File: src/rtl/core/dnc_pkg.sv
// ----------------------------------------------------------------------------
// dnc_pkg
// Shared types and constants for the domain name checker: register
// indexes, reset values of the TLD words, result class codes and the
// summary that the name tracker hands to the result stage.
// ----------------------------------------------------------------------------
package dnc_pkg;

    localparam int CHAR_W    = 8;
    localparam int WORD_W    = 32;
    localparam int CFG_IDX_W = 3;
    localparam int NUM_CORE  = 4;
    localparam int NUM_RESTR = 3;
    localparam int NUM_CFG   = NUM_CORE + NUM_RESTR;

    typedef logic [WORD_W-1:0] word_t;
    typedef logic [CHAR_W-1:0] char_t;

    // Register indexes on the configuration port
    typedef enum logic [CFG_IDX_W-1:0] {
        CFG_CORE_TLD_0       = 3'd0,
        CFG_CORE_TLD_1       = 3'd1,
        CFG_CORE_TLD_2       = 3'd2,
        CFG_CORE_TLD_3       = 3'd3,
        CFG_RESTRICTED_TLD_0 = 3'd4,
        CFG_RESTRICTED_TLD_1 = 3'd5,
        CFG_RESTRICTED_TLD_2 = 3'd6
    } cfg_index_t;

    // First restricted word in the register file
    localparam cfg_index_t CFG_FIRST_RESTR = CFG_RESTRICTED_TLD_0;
    localparam cfg_index_t CFG_LAST        = CFG_RESTRICTED_TLD_2;

    // Reset contents: com, net, org, info, biz, name, pro
    localparam word_t CFG_RESET [NUM_CFG] = '{
        32'h636F_6D00, 32'h6E65_7400, 32'h6F72_6700, 32'h696E_666F,
        32'h6269_7A00, 32'h6E61_6D65, 32'h7072_6F00
    };

    // Result classes
    typedef enum logic [1:0] {
        TLD_OTHER      = 2'd0,
        TLD_CORE       = 2'd1,
        TLD_RESTRICTED = 2'd2
    } tld_class_t;

    // ASCII codes used by the byte checks
    localparam char_t CH_DASH   = 8'h2D;
    localparam char_t CH_PERIOD = 8'h2E;
    localparam char_t CH_UPPER_A = 8'h41;
    localparam char_t CH_UPPER_Z = 8'h5A;
    localparam char_t CH_LOWER_A = 8'h61;
    localparam char_t CH_LOWER_Z = 8'h7A;
    localparam char_t CH_DIGIT_0 = 8'h30;
    localparam char_t CH_DIGIT_9 = 8'h39;
    localparam char_t CASE_BIT   = 8'h20;

    // Final verdict on one name, from tracker to result stage
    typedef struct packed {
        logic  fire;
        logic  name_ok;
        logic  matchable;
        word_t tld_word;
    } dnc_summary_t;

endpackage

File: src/rtl/core/dnc_char_if.sv
// ----------------------------------------------------------------------------
// dnc_char_if
// Byte channel into the checker: one name byte and its last flag.
// ----------------------------------------------------------------------------
interface dnc_char_if;

    logic                valid;
    logic                ready;
    dnc_pkg::char_t      char_in;
    logic                last_char;

    modport source (output valid, output char_in, output last_char, input ready);
    modport sink   (input valid, input char_in, input last_char, output ready);

endinterface

File: src/rtl/core/dnc_name_tracker.sv
// ----------------------------------------------------------------------------
// dnc_name_tracker
// Input register and per-name state. Each byte is folded to lower case and
// checked against the label and TLD rules; on the last byte the verdict is
// handed on and the per-name state returns to its start values.
// ----------------------------------------------------------------------------
module dnc_name_tracker #(
    parameter int MAX_LABEL_LEN = 63,
    parameter int TLD_MAX_CHARS = 4
) (
    input  logic                  clk,
    input  logic                  rst_n,
    dnc_char_if.sink              chars,
    input  logic                  out_free,
    output dnc_pkg::dnc_summary_t summary
);
    import dnc_pkg::*;

    localparam int LW        = $clog2(MAX_LABEL_LEN + 2);
    localparam int TW        = $clog2(TLD_MAX_CHARS + 2);
    localparam int TLD_STORE = (TLD_MAX_CHARS < 4) ? TLD_MAX_CHARS : 4;

    // Input stage
    logic          s1_valid_reg, s1_valid_next;
    char_t         s1_char_reg;
    logic          s1_last_reg;
    logic          advance;

    // Per-name state
    logic [1:0]    pc_reg, pc_next, pc_upd;
    logic [LW-1:0] len_reg, len_next, len_upd;
    logic          err_reg, err_next, err_upd;
    logic          dash_reg, dash_next;
    logic          start_reg, start_next;
    word_t         word_reg, word_next, word_upd;
    logic [TW-1:0] tl_reg, tl_next, tl_upd;

    // Byte classification
    char_t         lc;
    logic          is_dash, is_period, is_alnum;

    // Advance unless a last byte waits on a full result register
    assign advance      = s1_valid_reg && (!s1_last_reg || out_free);
    assign chars.ready  = !s1_valid_reg || advance;

    always_comb
    begin
        s1_valid_next = s1_valid_reg;
        if (chars.ready)
        begin
            s1_valid_next = chars.valid;
        end
    end

    always_ff @(posedge clk or negedge rst_n)
    begin
        if (!rst_n)
        begin
            s1_valid_reg <= 1'b0;
        end
        else
        begin
            s1_valid_reg <= s1_valid_next;
        end
    end

    // Capture byte payload
    always_ff @(posedge clk)
    begin
        if (chars.valid && chars.ready)
        begin
            s1_char_reg <= chars.char_in;
            s1_last_reg <= chars.last_char;
        end
    end

    // Fold case and classify
    always_comb
    begin
        lc = s1_char_reg;
        if ((s1_char_reg >= CH_UPPER_A) && (s1_char_reg <= CH_UPPER_Z))
        begin
            lc = s1_char_reg | CASE_BIT;
        end
        is_dash   = (lc == CH_DASH);
        is_period = (lc == CH_PERIOD);
        is_alnum  = ((lc >= CH_LOWER_A) && (lc <= CH_LOWER_Z)) ||
                    ((lc >= CH_DIGIT_0) && (lc <= CH_DIGIT_9));
    end

    // Apply the byte to the name state
    always_comb
    begin
        pc_upd   = pc_reg;
        len_upd  = len_reg;
        err_upd  = err_reg;
        word_upd = word_reg;
        tl_upd   = tl_reg;
        if (is_period)
        begin
            if (start_reg || dash_reg || (pc_reg != 2'd0))
            begin
                err_upd = 1'b1;
            end
            if (pc_reg != 2'd2)
            begin
                pc_upd = pc_reg + 2'd1;
            end
        end
        else if (pc_reg == 2'd0)
        begin
            if (!is_alnum && !is_dash)
            begin
                err_upd = 1'b1;
            end
            if (start_reg && is_dash)
            begin
                err_upd = 1'b1;
            end
            if (len_reg <= LW'(MAX_LABEL_LEN))
            begin
                len_upd = len_reg + LW'(1);
            end
        end
        else
        begin
            if (!is_alnum)
            begin
                err_upd = 1'b1;
            end
            // Place the byte first-char-high in the TLD word
            for (int k = 0; k < 4; k++)
            begin
                if ((k < TLD_STORE) && (tl_reg == TW'(k)))
                begin
                    word_upd[WORD_W-1-CHAR_W*k -: CHAR_W] = lc;
                end
            end
            if (tl_reg <= TW'(TLD_MAX_CHARS))
            begin
                tl_upd = tl_reg + TW'(1);
            end
        end
    end

    // Next state: clear after the last byte
    always_comb
    begin
        pc_next    = pc_reg;
        len_next   = len_reg;
        err_next   = err_reg;
        dash_next  = dash_reg;
        start_next = start_reg;
        word_next  = word_reg;
        tl_next    = tl_reg;
        if (advance)
        begin
            if (s1_last_reg)
            begin
                pc_next    = 2'd0;
                len_next   = '0;
                err_next   = 1'b0;
                dash_next  = 1'b0;
                start_next = 1'b1;
                word_next  = '0;
                tl_next    = '0;
            end
            else
            begin
                pc_next    = pc_upd;
                len_next   = len_upd;
                err_next   = err_upd;
                dash_next  = is_dash;
                start_next = 1'b0;
                word_next  = word_upd;
                tl_next    = tl_upd;
            end
        end
    end

    always_ff @(posedge clk or negedge rst_n)
    begin
        if (!rst_n)
        begin
            pc_reg    <= 2'd0;
            len_reg   <= '0;
            err_reg   <= 1'b0;
            dash_reg  <= 1'b0;
            start_reg <= 1'b1;
            word_reg  <= '0;
            tl_reg    <= '0;
        end
        else
        begin
            pc_reg    <= pc_next;
            len_reg   <= len_next;
            err_reg   <= err_next;
            dash_reg  <= dash_next;
            start_reg <= start_next;
            word_reg  <= word_next;
            tl_reg    <= tl_next;
        end
    end

    // Verdict on the name closed by this byte
    always_comb
    begin
        summary.fire      = advance && s1_last_reg;
        summary.name_ok   = !err_upd && (pc_upd == 2'd1) && !is_period &&
                            (len_upd != '0) && (len_upd <= LW'(MAX_LABEL_LEN)) &&
                            (tl_upd != '0);
        summary.matchable = summary.name_ok && (tl_upd <= TW'(TLD_STORE));
        summary.tld_word  = word_upd;
    end

`ifndef ASSERT_OFF
    a_clear_after_last: assert property (@(posedge clk) disable iff (!rst_n)
        summary.fire |=> (start_reg && (pc_reg == 2'd0) && (tl_reg == '0)))
        else $error("name state not cleared after last byte");
    a_pc_saturates: assert property (@(posedge clk) disable iff (!rst_n)
        pc_reg != 2'd3)
        else $error("period count above saturation");
    a_hold_when_blocked: assert property (@(posedge clk) disable iff (!rst_n)
        (s1_valid_reg && !advance) |=> (s1_valid_reg && $stable(s1_char_reg)))
        else $error("input stage lost a blocked byte");
`endif

endmodule

File: src/flat_wrapper.sv
// flat-port wrapper written by rule: the top's interface ports become plain ports
module dnc_name_tracker_flat import dnc_pkg::*;
#(
    parameter int MAX_LABEL_LEN = 63,
    parameter int TLD_MAX_CHARS = 4
)
  (clk, rst_n, out_free, summary, chars_valid, chars_char_in, chars_last_char, chars_ready);
  dnc_char_if chars_i ();
  input  logic clk;
  input  logic rst_n;
  input  logic out_free;
  output dnc_pkg::dnc_summary_t summary;
  input wire logic [$bits(chars_i.valid)-1:0] chars_valid;
  input wire logic [$bits(chars_i.char_in)-1:0] chars_char_in;
  input wire logic [$bits(chars_i.last_char)-1:0] chars_last_char;
  output wire logic [$bits(chars_i.ready)-1:0] chars_ready;
  assign chars_i.valid = chars_valid;
  assign chars_i.char_in = chars_char_in;
  assign chars_i.last_char = chars_last_char;
  assign chars_ready = chars_i.ready;
  dnc_name_tracker #(.MAX_LABEL_LEN(MAX_LABEL_LEN), .TLD_MAX_CHARS(TLD_MAX_CHARS)) u_core (.clk(clk), .rst_n(rst_n), .chars(chars_i), .out_free(out_free), .summary(summary));
endmodule
File: config.mk
export PLATFORM = sky130hd
export DESIGN_NAME = dnc_name_tracker_flat
export DESIGN_NICKNAME = d
export VERILOG_FILES = /design/src/rtl/core/dnc_pkg.sv /design/src/rtl/core/dnc_char_if.sv /design/src/rtl/core/dnc_name_tracker.sv /design/src/flat_wrapper.sv
export SDC_FILE = /design/constraint.sdc
export NUM_CORES = 1
export LEC_CHECK = 0
export ABC_AREA = 1
export BUFFER_PORTS_ARGS = -buffer_cell sky130_fd_sc_hd__buf_2
export CORE_MARGIN = 3
export CORE_UTILIZATION = 25
export CTS_CLUSTER_DIAMETER = 150
export DETAILED_ROUTE_END_ITERATION = 10
export PLACE_DENSITY = 0.52
export SYNTH_ARGS = -nofsm -noshare
export SYNTH_HDL_FRONTEND = slang
export SYNTH_SLANG_ARGS = --single-unit
File: constraint.sdc
create_clock -name clk -period 4.95 [get_ports clk]
set_input_delay 0.2475 -clock clk [delete_from_list [all_inputs] [get_ports clk]]
set_output_delay 0.2475 -clock clk [all_outputs]
set_load 0.01 [all_outputs]
* Word-level counts from Yosys, hierarchy flattened *
Index checks and enable logic that the tools add are counted.

word-level totals
  register bits = 57
  input bits = 13
  logic and storage cells = 88

operators by class
  add/sub/neg operators = 3
  order comparisons = 10
  eq/ne operators = 7
  muxes and demuxes = 28
  reductions and logical operators = 30

operator list
  cell                 count
  $mux 32              3
  $mux 8               4
  $mux 7               4
  $eq 8x6->1 const B   2
  $ge 8x7->1 const B   2
  $le 8x7->1 const B   2
  $le 7x6->1 const B   2
  $logic_and 1x1->1    14
  $mux 3               4
  $mux 1               9
  $ge 8x6->1 const B   1
  $le 8x6->1 const B   1
  $add 7x1->7 const B  1
  $reduce_bool 7->1    1
  $eq 3x2->1 const B   2
  $le 3x3->1 const B   2
  $logic_not 1->1      6
  $mux 2               3
  $mux 6               1
  $logic_or 1x1->1     5
  $add 3x1->3 const B  1
  $eq 3x1->1 const B   1
  $logic_not 3->1      1
  $reduce_bool 3->1    1
  other kinds (5)      5

* Longest topological paths before layout *
  depth after elaboration = 19
  mapped depth = 14
  gate-level depth less buffers = 14

* Worst setup path after synthesis *
OpenSTA, ideal clock, no wires.

  kind = flip-flop to output port
  from = reg u_core.len_reg[0]
  to = out summary[33] (netlist bit)
  arrival time = 1526 ps
  path slack = 3176 ps
  stages on the path, launching flop included = 14
  buffers on the path = 0
  cells stage by stage = dfrtp_1 -> ha_1 -> nand2_1 -> clkinv_1 -> nor2_1 -> nand2_1 -> nand3_1 -> nand2_1 -> o21ai_1 -> nand2_1 -> nor2_1 -> nand2_1 -> nand2_1 -> inv_1

RTL lines
  what                    RTL line                 text
  start, declared         dnc_name_tracker.sv:31   logic [LW-1:0] len_reg, len_next, len_upd;
  start signal, assigned  dnc_name_tracker.sv:196  len_reg <= len_next;
  end, declared           flat_wrapper.sv:12       output dnc_pkg::dnc_summary_t summary;

==> metrics.md <==
| Metric | Value |
|---|---|
| Post-synth net total | `440` |
| Global route total overflow | `0` |
| Sequential share of the synthesized area | `45.98%` |
| GPL Wtd Cong | `0.8140` |
| Unrepaired setup endpoints after global routing | `false` |
| Synthesis-stage register bit count | `57` |
| Layout cell share with drive strength beyond 1 | `18.43%` |
| Layout net count | `488` |
| FF-to-FF Start | `u_core.s1_last_reg` |
| Crit-path max FO | `36` |
| Buf/Inv on CP | `4` |
| Synth Area per Inst | `7.645 µm²` |
| Yosys warning total | `0` |
| Critical path endpoint category | `primary output` |
| Status | `finished clean` |
| # DRC | `0` |
| Cell mode on critical path | `inv_1` |
| CTS tree | `built` |
| Die W | `119.2 µm` |
| Crit path kind | `flop to primary output` |
| H-tree depth | `3` |
| Hold Path Class | `input pin to async pin` |
| Initial antenna violation count | `0` |
| Setup TNS Final | `0 ps` |
| Max clock buf depth | `2` |
| Total CTS buffers | `9` |
| Detailed placement HPWL | `5593 µm` |
| Overall routing resource usage | `11.78%` |
| Routed wire length | `7955 µm` |
| Top_reg_cell synth | `dfrtp_1` |
| Highest Clock Rate | `0.3816 GHz` |
| MaxCap Viol Count | `0` |
| Avg WL per Cell | `12.43 µm` |
| DRT Pass-1 Iters | `5` |
| Hold Buf Count CTS | `0` |
| Largest area contributor in the netlist | `dfrtp_1` |
| Slowest cell on crit path | `o21ai_4` |
| CP peak stage delay | `730 ps` |
| Crit path max-delay family | `buffers and inverters` |
| Dpl ws | `2622 ps` |
| # fillers | `1308` |
| Power Density | `338.9 mW/mm²` |
| Relative slew slack | `37.10%` |
| Most frequent cells in the layout | `117 x nand2_1, 67 x inv_1, 48 x buf_2` |
| Static leakage | `2.143 nW` |
| CTS sink cnt | `57` |
| Cell chain of the critical path | `inv_1 > o21ai_4 > inv_1 > nand2_1 > inv_1 > buf_2` |
| Number of enable flip-flop cells after synthesis | `9` |
| Area of the die | `0.01421 mm²` |
| Netlist Area Pre-Place | `0.003203 mm²` |
| Via count | `2808` |
| Post-CTS Resized | `0` |
| Post-synth top area share | `36.72%` |
| Final Total Pwr | `0.001341 W` |
| Max FFs per register | `32` |
| Distinct cell type count after synthesis | `29` |
| First-pass GRT wire length | `13290 µm` |
| Vias in the first global route | `2723` |
| I/O Buffers | `48` |
| Worst Path Arrival | `2370 ps` |
| Num rows | `40` |
| Diode count | `0` |
| Detail Route Antenna Nets | `0` |
| Peak VDD IR | `150.6 µV` |
| Setup ws final | `2329 ps` |
| Final period utilization | `52.95%` |
| I/O pins | `49` |
| Area Overhead vs Synth | `23.52%` |
| Std-Cell Core Area | `0.01226 mm²` |
| Gate Count Post-Synth | `419` |
| Clock-pin slew on the worst setup and hold paths | `50 ps` |
| Clk_skew | `7.376 ps` |
| Crit path launch | `u_core.s1_last_reg` |
| # Post-CTS Setup Buffers | `0` |
| Initial Utilization | `26.12%` |
| Largest net degree at the start of global routing | `49` |
| Vias/cell | `4.388` |
| Chip height | `119.2 µm` |
| Asr flop ratio synth | `84.21%` |
| Final Hold Violating Endpoints | `0` |
| Tmin final | `2621 ps` |
| Clk root buf | `clkbuf_16` |
| Commonest non-fill, non-tap cell in the layout | `nand2_1` |
| Drt initial violations | `131` |
| Clock latency on the worst-skew pair | `330 ps` |
| Startpoint Class | `flop` |
| Max Slew Vio Count | `0` |
| Worst-Margin Slew | `940.0 ps` |
| Largest cells by area after synthesis | `dfrtp_1 37%, nand2_1 14%, edfxtp_1 8.4%, inv_1 7.9%, o21a_1 5.2%` |
| # setup viols final | `0` |
| Worst Path Required | `4700 ps` |
## through the flow
stage	cell area, µm²	util [%]	std cells	hold slack, ps
2_1_floorplan	3203	-	419	-48.09
3_3_place_gp	3606	29.41	624	414.3
3_5_place_dp	3606	29.41	624	408.5
4_1_cts	3956	32.27	640	57.59
5_1_grt	3956	32.27	640	92.38
6_report	3956	32.27	640	6.215
## routing by layer
layer / vias up / part of all wire, % / wire, µm / GRT usage (%)
li1: 1432 / - / - / -
met1: 1308 / 48 / 3827 / 15.21
met2: 58 / 46 / 3681 / 18.90
met3: 10 / 3.6 / 290 / 1.852
met4: 0 / 2.0 / 156 / 6.300
met5: - / 0 / 0 / 0
## kinds of logic (layout without fill, tap and decap cells)
| logic type | count (synthesis) | in the layout | share of synthesized area [%] |
|---|---|---|---|
| AND/OR/NAND/NOR | 173 | 173 | 23.01 |
| AO/OA/AOI/OAI | 93 | 93 | 17.15 |
| buffers and inverters | 88 | 141 | 10.74 |
| flip-flops | 57 | 57 | 45.98 |
| adder cells (fa/ha/maj) | 8 | 8 | 3.125 |
## power by group
part	leakage [nW]	internal (W)	switching, W
logic	1.22	0.0000335	0.0000774
clock network	0.171	0.000499	0.000219
registers	0.748	0.000496	0.0000151
total	2.14	0.00103	0.000312
## worst register-to-register path, delay by kind of cell, from the launching register on
kind	cells	cell delay, ps
and+or+nand+nor	1	240
AOI/OAI and AO/OA	3	980
buffers and inverters	3	590
DFF	1	360
## cells in the mapped netlist, types with 4 or more instances
master and count:
a21oi_1 4, buf_2 5, clkbuf_1 6, dfrtp_1 47, edfxtp_1 9, ha_1 8, inv_1 67, inv_2 7
nand2_1 117, nand2_2 4, nand3_1 16, nand4_1 4, nor2_1 21, nor2_2 4, o21a_1 22, o21ai_0 21
o21ai_1 33, o22ai_1 10
## worst paths after layout
kind,slack [ps],cells past startpoint,to
max in group asynchronous,4480,2,u_core.word_reg[25]
max,2330,6,summary[34]
min,6,2,u_core.pc_reg[1]
min reg2reg,480,2,u_core.start_reg
max reg2reg,2660,7,u_core.err_reg
min in group clk,90,1,u_core.s1_char_reg[6]
## layout make-up
class                   instances  area [µm²]  area share [%]
clock inverters                 3       68.82           1.739
well taps                     168       210.2           5.313
clock buffers                  13       281.5           7.116
multi-input cells             274        1386           35.04
repair buffers                 50       255.2           6.452
inverters                      75       281.5           7.116
flip-flops and latches         57        1473           37.22
Note: power is estimated with default switching activity, not from simulation.
